<file path="config.mk">
export PLATFORM = sky130hd
export DESIGN_NAME = ibq_ctrl
export DESIGN_NICKNAME = d
export VERILOG_FILES = /design/src/rtl/core/ibq_pkg.sv /design/src/rtl/core/ibq_ctrl.sv
export SDC_FILE = /design/constraint.sdc
export NUM_CORES = 1
export LEC_CHECK = 0
export CAP_MARGIN = 15
export CELL_PAD_IN_SITES_DETAIL_PLACEMENT = 1
export CELL_PAD_IN_SITES_GLOBAL_PLACEMENT = 2
export CORE_MARGIN = 10
export CORE_UTILIZATION = 33
export CTS_CLUSTER_SIZE = 24
export DETAILED_ROUTE_END_ITERATION = 6
export DONT_BUFFER_PORTS = 1
export PLACE_DENSITY_LB_ADDON = 0.1
export SYNTH_ARGS = -nofsm -noshare
export SYNTH_HDL_FRONTEND = slang
export SYNTH_SLANG_ARGS = --single-unit
</file>
<file path="constraint.sdc">
create_clock -name clk_i -period 2.55 [get_ports clk_i]
set_clock_uncertainty 0.15 [all_clocks]
set_input_delay 0.3825 -clock clk_i [delete_from_list [all_inputs] [get_ports clk_i]]
set_output_delay 0.3825 -clock clk_i [all_outputs]
set_load 0.05 [all_outputs]
</file>
<file path="src/rtl/core/ibq_pkg.sv">
`timescale 1ns / 1ps
// ----------------------------------------------------------------------------
// ibq_pkg
// shared types, constants and the step sequence of the inverse bilinear solver
// ----------------------------------------------------------------------------
package ibq_pkg;

  localparam int unsigned DATA_W          = 32;
  localparam int unsigned OPND_W          = 33;
  localparam int unsigned PROD_W          = 66;
  localparam int unsigned WIDE_W          = 64;
  localparam int unsigned ACC_W           = 35;
  localparam int unsigned ITER_W          = 7;
  localparam int unsigned STATUS_W        = 2;
  localparam int unsigned CFG_IDX_W       = 4;
  localparam int unsigned NUM_CORNER_REGS = 8;
  localparam int unsigned PC_W            = 7;

  // result codes
  localparam logic [STATUS_W-1:0] RES_CONVERGED = 2'd0;
  localparam logic [STATUS_W-1:0] RES_LIMIT     = 2'd1;
  localparam logic [STATUS_W-1:0] RES_SINGULAR  = 2'd2;

  // step sequence layout
  localparam logic [PC_W-1:0] PC_JAC  = 7'd15;
  localparam logic [PC_W-1:0] PC_RES2 = 7'd46;
  localparam logic [PC_W-1:0] PC_ERR  = 7'd61;

  localparam logic signed [PROD_W-1:0] SAT_HI = 66'sd2147483647;
  localparam logic signed [PROD_W-1:0] SAT_LO = -66'sd2147483648;

  typedef enum logic [2:0] {
    A_CORNER, A_SM, A_SP, A_X, A_Y, A_DXDS, A_DYDS
  } asel_e;

  typedef enum logic [3:0] {
    B_TM, B_TP, B_NTM, B_NTP, B_SM, B_NSM, B_SP, B_NSP,
    B_W, B_DYDT, B_DXDT, B_X, B_Y
  } bsel_e;

  typedef enum logic [1:0] {ACC_NONE, ACC_SET, ACC_ADD} accop_e;

  typedef enum logic [4:0] {
    WR_NONE, WR_FACT, WR_W, WR_X, WR_Y,
    WR_DXDS, WR_DYDS, WR_DXDT, WR_DYDT,
    WR_DET_SET, WR_DET_SUB, WR_NS_SET, WR_NS_SUB, WR_NT_SET, WR_NT_SUB,
    WR_ERR_SET, WR_ERR_ADD, WR_UPD_S, WR_UPD_T
  } wrop_e;

  typedef enum logic [2:0] {
    FL_NEXT, FL_DETCHK, FL_DIV_S, FL_DIV_T, FL_ERRCHK
  } flow_e;

  typedef struct packed {
    logic        mul_en;
    asel_e       a_sel;
    bsel_e       b_sel;
    logic [2:0]  cidx;
    accop_e      acc_op;
    wrop_e       wr_op;
    logic [1:0]  widx;
    flow_e       flow;
  } uop_t;

  typedef struct packed {
    logic                load;
    uop_t                uop;
    logic                div_start;
    logic                div_sel;
    logic                cap;
    logic [STATUS_W-1:0] status;
    logic [ITER_W-1:0]   iter;
  } dp_cmd_t;

  typedef struct packed {
    logic det_bad;
    logic err_ok;
    logic div_done;
    logic div_busy;
  } dp_stat_t;

  localparam uop_t UOP_NOP = '{mul_en: 1'b0, a_sel: A_X, b_sel: B_X, cidx: 3'd0,
                               acc_op: ACC_NONE, wr_op: WR_NONE, widx: 2'd0,
                               flow: FL_NEXT};

  function automatic logic signed [DATA_W-1:0] sat32(input logic signed [PROD_W-1:0] v);
    logic signed [DATA_W-1:0] r;
    if (v > SAT_HI) r = 32'sh7fff_ffff;
    else if (v < SAT_LO) r = 32'sh8000_0000;
    else r = $signed(v[DATA_W-1:0]);
    return r;
  endfunction

  function automatic logic signed [PROD_W-1:0] ext66(input logic signed [DATA_W-1:0] v);
    return $signed({{(PROD_W-DATA_W){v[DATA_W-1]}}, v});
  endfunction

  function automatic uop_t mk_uop(input logic mul_en, input asel_e a, input bsel_e b,
                                  input logic [2:0] ci, input accop_e acc,
                                  input wrop_e wr, input logic [1:0] wi, input flow_e fl);
    uop_t u;
    u.mul_en = mul_en;
    u.a_sel  = a;
    u.b_sel  = b;
    u.cidx   = ci;
    u.acc_op = acc;
    u.wr_op  = wr;
    u.widx   = wi;
    u.flow   = fl;
    return u;
  endfunction

  // residual at the current s,t: factors, bilinear weights, two shape sums
  function automatic uop_t res_uop(input logic [3:0] r);
    uop_t u;
    case (r)
      4'd0:  u = mk_uop(1'b0, A_X, B_X, 3'd0, ACC_NONE, WR_FACT, 2'd0, FL_NEXT);
      4'd1:  u = mk_uop(1'b1, A_SM, B_TM, 3'd0, ACC_NONE, WR_NONE, 2'd0, FL_NEXT);
      4'd2:  u = mk_uop(1'b1, A_SM, B_TP, 3'd0, ACC_NONE, WR_W, 2'd0, FL_NEXT);
      4'd3:  u = mk_uop(1'b1, A_SP, B_TP, 3'd0, ACC_NONE, WR_W, 2'd1, FL_NEXT);
      4'd4:  u = mk_uop(1'b1, A_SP, B_TM, 3'd0, ACC_NONE, WR_W, 2'd2, FL_NEXT);
      4'd5:  u = mk_uop(1'b1, A_CORNER, B_W, 3'd0, ACC_NONE, WR_W, 2'd3, FL_NEXT);
      4'd6:  u = mk_uop(1'b1, A_CORNER, B_W, 3'd2, ACC_SET, WR_NONE, 2'd0, FL_NEXT);
      4'd7:  u = mk_uop(1'b1, A_CORNER, B_W, 3'd4, ACC_ADD, WR_NONE, 2'd0, FL_NEXT);
      4'd8:  u = mk_uop(1'b1, A_CORNER, B_W, 3'd6, ACC_ADD, WR_NONE, 2'd0, FL_NEXT);
      4'd9:  u = mk_uop(1'b1, A_CORNER, B_W, 3'd1, ACC_ADD, WR_NONE, 2'd0, FL_NEXT);
      4'd10: u = mk_uop(1'b1, A_CORNER, B_W, 3'd3, ACC_SET, WR_X, 2'd0, FL_NEXT);
      4'd11: u = mk_uop(1'b1, A_CORNER, B_W, 3'd5, ACC_ADD, WR_NONE, 2'd0, FL_NEXT);
      4'd12: u = mk_uop(1'b1, A_CORNER, B_W, 3'd7, ACC_ADD, WR_NONE, 2'd0, FL_NEXT);
      4'd13: u = mk_uop(1'b0, A_X, B_X, 3'd0, ACC_ADD, WR_NONE, 2'd0, FL_NEXT);
      4'd14: u = mk_uop(1'b0, A_X, B_X, 3'd0, ACC_NONE, WR_Y, 2'd0, FL_NEXT);
      default: u = UOP_NOP;
    endcase
    return u;
  endfunction

  // jacobian, determinant, numerators and the two divisions
  function automatic uop_t jac_uop(input logic [4:0] j);
    uop_t u;
    case (j)
      5'd0:  u = mk_uop(1'b1, A_CORNER, B_NTM, 3'd0, ACC_NONE, WR_NONE, 2'd0, FL_NEXT);
      5'd1:  u = mk_uop(1'b1, A_CORNER, B_NTP, 3'd2, ACC_SET, WR_NONE, 2'd0, FL_NEXT);
      5'd2:  u = mk_uop(1'b1, A_CORNER, B_TP, 3'd4, ACC_ADD, WR_NONE, 2'd0, FL_NEXT);
      5'd3:  u = mk_uop(1'b1, A_CORNER, B_TM, 3'd6, ACC_ADD, WR_NONE, 2'd0, FL_NEXT);
      5'd4:  u = mk_uop(1'b1, A_CORNER, B_NTM, 3'd1, ACC_ADD, WR_NONE, 2'd0, FL_NEXT);
      5'd5:  u = mk_uop(1'b1, A_CORNER, B_NTP, 3'd3, ACC_SET, WR_DXDS, 2'd0, FL_NEXT);
      5'd6:  u = mk_uop(1'b1, A_CORNER, B_TP, 3'd5, ACC_ADD, WR_NONE, 2'd0, FL_NEXT);
      5'd7:  u = mk_uop(1'b1, A_CORNER, B_TM, 3'd7, ACC_ADD, WR_NONE, 2'd0, FL_NEXT);
      5'd8:  u = mk_uop(1'b1, A_CORNER, B_NSM, 3'd0, ACC_ADD, WR_NONE, 2'd0, FL_NEXT);
      5'd9:  u = mk_uop(1'b1, A_CORNER, B_SM, 3'd2, ACC_SET, WR_DYDS, 2'd0, FL_NEXT);
      5'd10: u = mk_uop(1'b1, A_CORNER, B_SP, 3'd4, ACC_ADD, WR_NONE, 2'd0, FL_NEXT);
      5'd11: u = mk_uop(1'b1, A_CORNER, B_NSP, 3'd6, ACC_ADD, WR_NONE, 2'd0, FL_NEXT);
      5'd12: u = mk_uop(1'b1, A_CORNER, B_NSM, 3'd1, ACC_ADD, WR_NONE, 2'd0, FL_NEXT);
      5'd13: u = mk_uop(1'b1, A_CORNER, B_SM, 3'd3, ACC_SET, WR_DXDT, 2'd0, FL_NEXT);
      5'd14: u = mk_uop(1'b1, A_CORNER, B_SP, 3'd5, ACC_ADD, WR_NONE, 2'd0, FL_NEXT);
      5'd15: u = mk_uop(1'b1, A_CORNER, B_NSP, 3'd7, ACC_ADD, WR_NONE, 2'd0, FL_NEXT);
      5'd16: u = mk_uop(1'b0, A_X, B_X, 3'd0, ACC_ADD, WR_NONE, 2'd0, FL_NEXT);
      5'd17: u = mk_uop(1'b0, A_X, B_X, 3'd0, ACC_NONE, WR_DYDT, 2'd0, FL_NEXT);
      5'd18: u = mk_uop(1'b1, A_DXDS, B_DYDT, 3'd0, ACC_NONE, WR_NONE, 2'd0, FL_NEXT);
      5'd19: u = mk_uop(1'b1, A_DYDS, B_DXDT, 3'd0, ACC_NONE, WR_DET_SET, 2'd0, FL_NEXT);
      5'd20: u = mk_uop(1'b0, A_X, B_X, 3'd0, ACC_NONE, WR_DET_SUB, 2'd0, FL_NEXT);
      5'd21: u = mk_uop(1'b0, A_X, B_X, 3'd0, ACC_NONE, WR_NONE, 2'd0, FL_DETCHK);
      5'd22: u = mk_uop(1'b1, A_X, B_DYDT, 3'd0, ACC_NONE, WR_NONE, 2'd0, FL_NEXT);
      5'd23: u = mk_uop(1'b1, A_Y, B_DXDT, 3'd0, ACC_NONE, WR_NS_SET, 2'd0, FL_NEXT);
      5'd24: u = mk_uop(1'b1, A_DXDS, B_Y, 3'd0, ACC_NONE, WR_NS_SUB, 2'd0, FL_NEXT);
      5'd25: u = mk_uop(1'b1, A_DYDS, B_X, 3'd0, ACC_NONE, WR_NT_SET, 2'd0, FL_NEXT);
      5'd26: u = mk_uop(1'b0, A_X, B_X, 3'd0, ACC_NONE, WR_NT_SUB, 2'd0, FL_NEXT);
      5'd27: u = mk_uop(1'b0, A_X, B_X, 3'd0, ACC_NONE, WR_NONE, 2'd0, FL_DIV_S);
      5'd28: u = mk_uop(1'b0, A_X, B_X, 3'd0, ACC_NONE, WR_UPD_S, 2'd0, FL_NEXT);
      5'd29: u = mk_uop(1'b0, A_X, B_X, 3'd0, ACC_NONE, WR_NONE, 2'd0, FL_DIV_T);
      5'd30: u = mk_uop(1'b0, A_X, B_X, 3'd0, ACC_NONE, WR_UPD_T, 2'd0, FL_NEXT);
      default: u = UOP_NOP;
    endcase
    return u;
  endfunction

  // squared residual and the stop test
  function automatic uop_t err_uop(input logic [1:0] e);
    uop_t u;
    case (e)
      2'd0: u = mk_uop(1'b1, A_X, B_X, 3'd0, ACC_NONE, WR_NONE, 2'd0, FL_NEXT);
      2'd1: u = mk_uop(1'b1, A_Y, B_Y, 3'd0, ACC_NONE, WR_ERR_SET, 2'd0, FL_NEXT);
      2'd2: u = mk_uop(1'b0, A_X, B_X, 3'd0, ACC_NONE, WR_ERR_ADD, 2'd0, FL_NEXT);
      default: u = mk_uop(1'b0, A_X, B_X, 3'd0, ACC_NONE, WR_NONE, 2'd0, FL_ERRCHK);
    endcase
    return u;
  endfunction

  function automatic uop_t ibq_ucode(input logic [PC_W-1:0] pc);
    uop_t u;
    logic [PC_W-1:0] off;
    off = 7'd0;
    if (pc < PC_JAC) begin
      u = res_uop(pc[3:0]);
    end else if (pc < PC_RES2) begin
      off = pc - PC_JAC;
      u = jac_uop(off[4:0]);
    end else if (pc < PC_ERR) begin
      off = pc - PC_RES2;
      u = res_uop(off[3:0]);
    end else begin
      off = pc - PC_ERR;
      u = err_uop(off[1:0]);
    end
    return u;
  endfunction

endpackage

</file>
<file path="src/rtl/core/ibq_ctrl.sv">
`timescale 1ns / 1ps
// ----------------------------------------------------------------------------
// ibq_ctrl
// sequencer: walks the step sequence, branches on the datapath status
// ----------------------------------------------------------------------------
module ibq_ctrl import ibq_pkg::*; #(
  parameter int unsigned MAX_ITER = 50
) (
  input  logic     clk_i,
  input  logic     rst_ni,
  input  logic     in_valid_i,
  output logic     in_stall_o,
  output logic     out_valid_o,
  input  logic     out_stall_i,
  input  dp_stat_t stat_i,
  output dp_cmd_t  cmd_o
);

  localparam logic [1:0] S_IDLE = 2'd0;
  localparam logic [1:0] S_RUN  = 2'd1;
  localparam logic [1:0] S_DIVW = 2'd2;
  localparam logic [1:0] S_FIN  = 2'd3;

  logic [1:0]          state_q, state_d;
  logic [PC_W-1:0]     pc_q, pc_d;
  logic [ITER_W-1:0]   iter_q, iter_d;
  logic [STATUS_W-1:0] status_q, status_d;
  logic                out_valid_q, out_valid_d;
  uop_t                cur;

  assign cur = ibq_ucode(pc_q);

  always_comb begin
    state_d     = state_q;
    pc_d        = pc_q;
    iter_d      = iter_q;
    status_d    = status_q;
    out_valid_d = out_valid_q;
    cmd_o       = '0;
    cmd_o.uop   = UOP_NOP;
    if (out_valid_q && !out_stall_i) out_valid_d = 1'b0;
    unique case (state_q)
      S_IDLE: begin
        if (in_valid_i) begin
          cmd_o.load = 1'b1;
          pc_d       = '0;
          iter_d     = '0;
          state_d    = S_RUN;
        end
      end
      S_RUN: begin
        cmd_o.uop = cur;
        pc_d      = pc_q + 1'b1;
        unique case (cur.flow) inside
          FL_DETCHK: begin
            if (stat_i.det_bad) begin
              status_d = RES_SINGULAR;
              state_d  = S_FIN;
            end
          end
          FL_DIV_S, FL_DIV_T: begin
            cmd_o.div_start = 1'b1;
            cmd_o.div_sel   = (cur.flow == FL_DIV_T);
            state_d         = S_DIVW;
          end
          FL_ERRCHK: begin
            iter_d = iter_q + 1'b1;
            if (stat_i.err_ok) begin
              status_d = RES_CONVERGED;
              state_d  = S_FIN;
            end else if (iter_d >= ITER_W'(MAX_ITER)) begin
              status_d = RES_LIMIT;
              state_d  = S_FIN;
            end else begin
              pc_d = PC_JAC;
            end
          end
          default: ;
        endcase
      end
      S_DIVW: begin
        if (stat_i.div_done) state_d = S_RUN;
      end
      S_FIN: begin
        if (!out_valid_q || !out_stall_i) begin
          cmd_o.cap    = 1'b1;
          cmd_o.status = status_q;
          cmd_o.iter   = iter_q;
          out_valid_d  = 1'b1;
          state_d      = S_IDLE;
        end
      end
      default: state_d = S_IDLE;
    endcase
  end

  always_ff @(posedge clk_i or negedge rst_ni) begin
    if (!rst_ni) begin
      state_q     <= S_IDLE;
      pc_q        <= '0;
      iter_q      <= '0;
      status_q    <= RES_CONVERGED;
      out_valid_q <= 1'b0;
    end else begin
      state_q     <= state_d;
      pc_q        <= pc_d;
      iter_q      <= iter_d;
      status_q    <= status_d;
      out_valid_q <= out_valid_d;
    end
  end

  assign in_stall_o  = (state_q != S_IDLE);
  assign out_valid_o = out_valid_q;

  a_div_idle: assert property (@(posedge clk_i) disable iff (!rst_ni)
    cmd_o.div_start |-> !stat_i.div_busy)
    else $error("division started while divider busy");

  a_iter_bound: assert property (@(posedge clk_i) disable iff (!rst_ni)
    iter_q <= ITER_W'(MAX_ITER))
    else $error("step count beyond limit");

  a_no_overwrite: assert property (@(posedge clk_i) disable iff (!rst_ni)
    cmd_o.cap |-> !(out_valid_q && out_stall_i))
    else $error("result captured over a pending item");

  a_done_waiting: assert property (@(posedge clk_i) disable iff (!rst_ni)
    stat_i.div_done |-> (state_q == S_DIVW))
    else $error("divider finished while not awaited");

endmodule

</file>
==> results.yml <==
synthesis:
  synth_area_sq_um: 2640
  synthCells: 357
  ys_ff_latch: 19
  synthesis.nets: 384
  syn_avg_cell_area_sq_um: 7.39
  async_flop_share: 1.00
  synth_edf_count: 0
  yosys_warnings: 0
  synth.distinct_cells: 74
  yosysSeqAreaShare: 0.180
  synthFlopType: "dfrtp_1"
layout:
  multi_input_area_sq_um: 2740
  seq_area_sq_um: 480
  area_delta_synth_final_pct: 94.6
  final_layout_size_suffix_gt1_frac: 0.598
  nNetsFinal: 515
  final_common_cell: "buf_4"
  fill_cells: 839
  most-common-layout-cells: "buf_4 (90), nand2_1 (28), buf_12 (28), buf_6 (28), nand3_1 (17)"
  diodes: 0
  final_util: 0.661
cts:
  cts_buffers: 3
  clock-sinks: 19
  cts-root-buf: "clkbuf_8"
  cts_tree: "built"
  h-tree-depth: 1
  clk_pin_slew_ps: 80
  clkLatencyLatePin_ps: 270
  clock_path_buffers: 2
floorplanning:
  die-area_sq_um: 12000
  die_h_microns: 109
  core_area_sq_um: 7770
  dieWidth_microns: 109
  row_count: 32
  initial_core_util: 0.340
  io_pins: 46
status:
  status: "complete, but fails checks"
  violations: "negative setup slack"
place:
  portBuffers: 0
  dpl.hpwl_microns: 8780
  gp_congestion: 0.858
worst_setup_path:
  max_stage_delay_ps: 480
  crit_type: "reg -> out"
  cp-end-kind: "output port"
  critPathMaxFanout: 6
  crit_family: "compound AO/OA/AOI/OAI gates"
  cp.arrival_ps: 2530
  worst_path_max_delay_cell: "dfrtp_2"
  crit_buf_inv: 3
  required_ps: 2020
  path_cells: "ha_4 > buf_6 > xnor2_4 > buf_4 > nor2_2 > o21ai_0 > a21oi_1 > o22ai_2 > a21oi_4 > buf_12"
  start_kind: "register"
sta:
  fin_crit_ps: 3060
  setup_slack_ps: -511
  slew_headroom: 0.374
  worst_pin_slew_ps: 936
  slew_violations: 0
  grt_setup_unrepaired: "true"
  finalHoldViolCount: 0
  setup_viol: 28
  timing.final.crit_share: 1.20
  max_freq_mhz: 327
detailed_routing:
  vias: 3617
  ant_nets: 0
  detail_route.wl_per_cell_microns: 26.0
  drt-total-wl_microns: 15300
  vias_per_cell: 6.14
  drc: 0
  drt_first_pass_iters: 4
  drt_iter0_drc: 163
global_routing:
  grt_max_degree: 21
  grt_pass1_wl_microns: 20100
  globalRouteTotalUtil: 0.211
  grt_pass1_vias: 3587
  grt_overflow: 0
  antenna_found_initial: 0
hold_path:
  min_path_type: "in -> reg"
flow_run:
  drv_cap: 0
synth_stat cells (4+ instances only):
| cell | number | area share |
|---|---|---|
| clkbuf_1 | 12 | 0.017 |
| inv_1 | 16 | 0.023 |
| o21ai_0 | 32 | 0.061 |
| xnor2_1 | 6 | 0.020 |
| nor2b_1 | 5 | 0.012 |
| nor3_1 | 5 | 0.0095 |
| nor2_1 | 19 | 0.027 |
| nand2_1 | 37 | 0.053 |
| dfrtp_1 | 19 | 0.18 |
| a21oi_1 | 35 | 0.066 |
| a21o_1 | 5 | 0.014 |
| xor2_1 | 4 | 0.013 |
| o31ai_1 | 4 | 0.011 |
| and2_1 | 11 | 0.026 |
| nand3_1 | 22 | 0.042 |
| buf_2 | 9 | 0.017 |
| o211ai_1 | 5 | 0.014 |
| ha_1 | 19 | 0.090 |
| o21a_1 | 4 | 0.011 |
| nand2b_1 | 5 | 0.012 |
| a31oi_1 | 4 | 0.0095 |
through the flow:
step	setup TNS [ps]	setup WS, ps	cell area (sq um)	std cells	hold WS, ps
global route	-10230	-570	5140	589	31.9
finish	-8760	-511	5140	589	38.5
global placement	-3360	-276	4190	555	-62.0
floorplan	-1550	-184	2990	357	-63.1
detailed placement	-4320	-295	4190	555	-62.1
CTS	-6400	-335	4720	576	34.5
timing repair:
item                       CTS  global route
setup buffers               15            13
setup endpoints to repair   30            35
cloned                       1             1
resized for setup           83            75
pin swaps                   41            37
hold endpoints to repair    19             0
hold buffers                 1             0
worst reg2reg max path: cells and delay by family (launching register included):
kind / cells / cell delay [ps]
flip-flops: 1 / 480
AND/OR/NAND/NOR: 1 / 190
multiplexers: 2 / 640
buffers and inverters: 5 / 650
adder cells (fa/ha/maj): 2 / 420
logic make-up after synthesis:
group,share of synthesized area
multiplexers,0.0284
adder cells (fa/ha/maj),0.0901
buffers and inverters,0.0806
XOR/XNOR,0.0517
AND/OR/NAND/NOR,0.265
flip-flops,0.180
AO/OA/AOI/OAI,0.304
layer usage:
layer	wire [microns]	vias to the layer above	track usage
li1	-	1554	-
met2	7720	157	0.392
met1	5980	1853	0.237
met4	682	0	0.0809
met5	0	-	0
met3	931	53	0.0310
flip-flops by register name, summed over array words and instances (netlist names):
signal and flops:
state_q 2, iter_q 7, status_q 2, out_valid_o 1
pc_q 7
final cells by class:
| cell class | count | share of cell area |
|---|---|---|
| Timing Repair Buffer | 155 | 0.325 |
| Clock buffer | 3 | 0.00804 |
| Clock inverter | 1 | 0.000974 |
| Sequential cell | 19 | 0.0935 |
| Tap cell | 102 | 0.0248 |
| Inverter | 16 | 0.0134 |
| Multi-Input combinational cell | 293 | 0.534 |
worst paths after layout:
kind | cells after the start | slack, ps | start | end
min | 1 | 40 | stat_i[2] | status_q[0]
max | 10 | -510 | pc_q[1] | cmd_o[18]
min reg2reg | 1 | 360 | status_q[0] | status_q[0]
min in group asynchronous | 1 | 550 | rst_ni | iter_q[1]
max reg2reg | 10 | -90 | pc_q[1] | state_q[0]
max in group asynchronous | 1 | 1070 | rst_ni | pc_q[0]
Power is left out: the tool's default activity adds up to more than one toggle a clock period on the data nets, which glitch-free logic cannot reach.
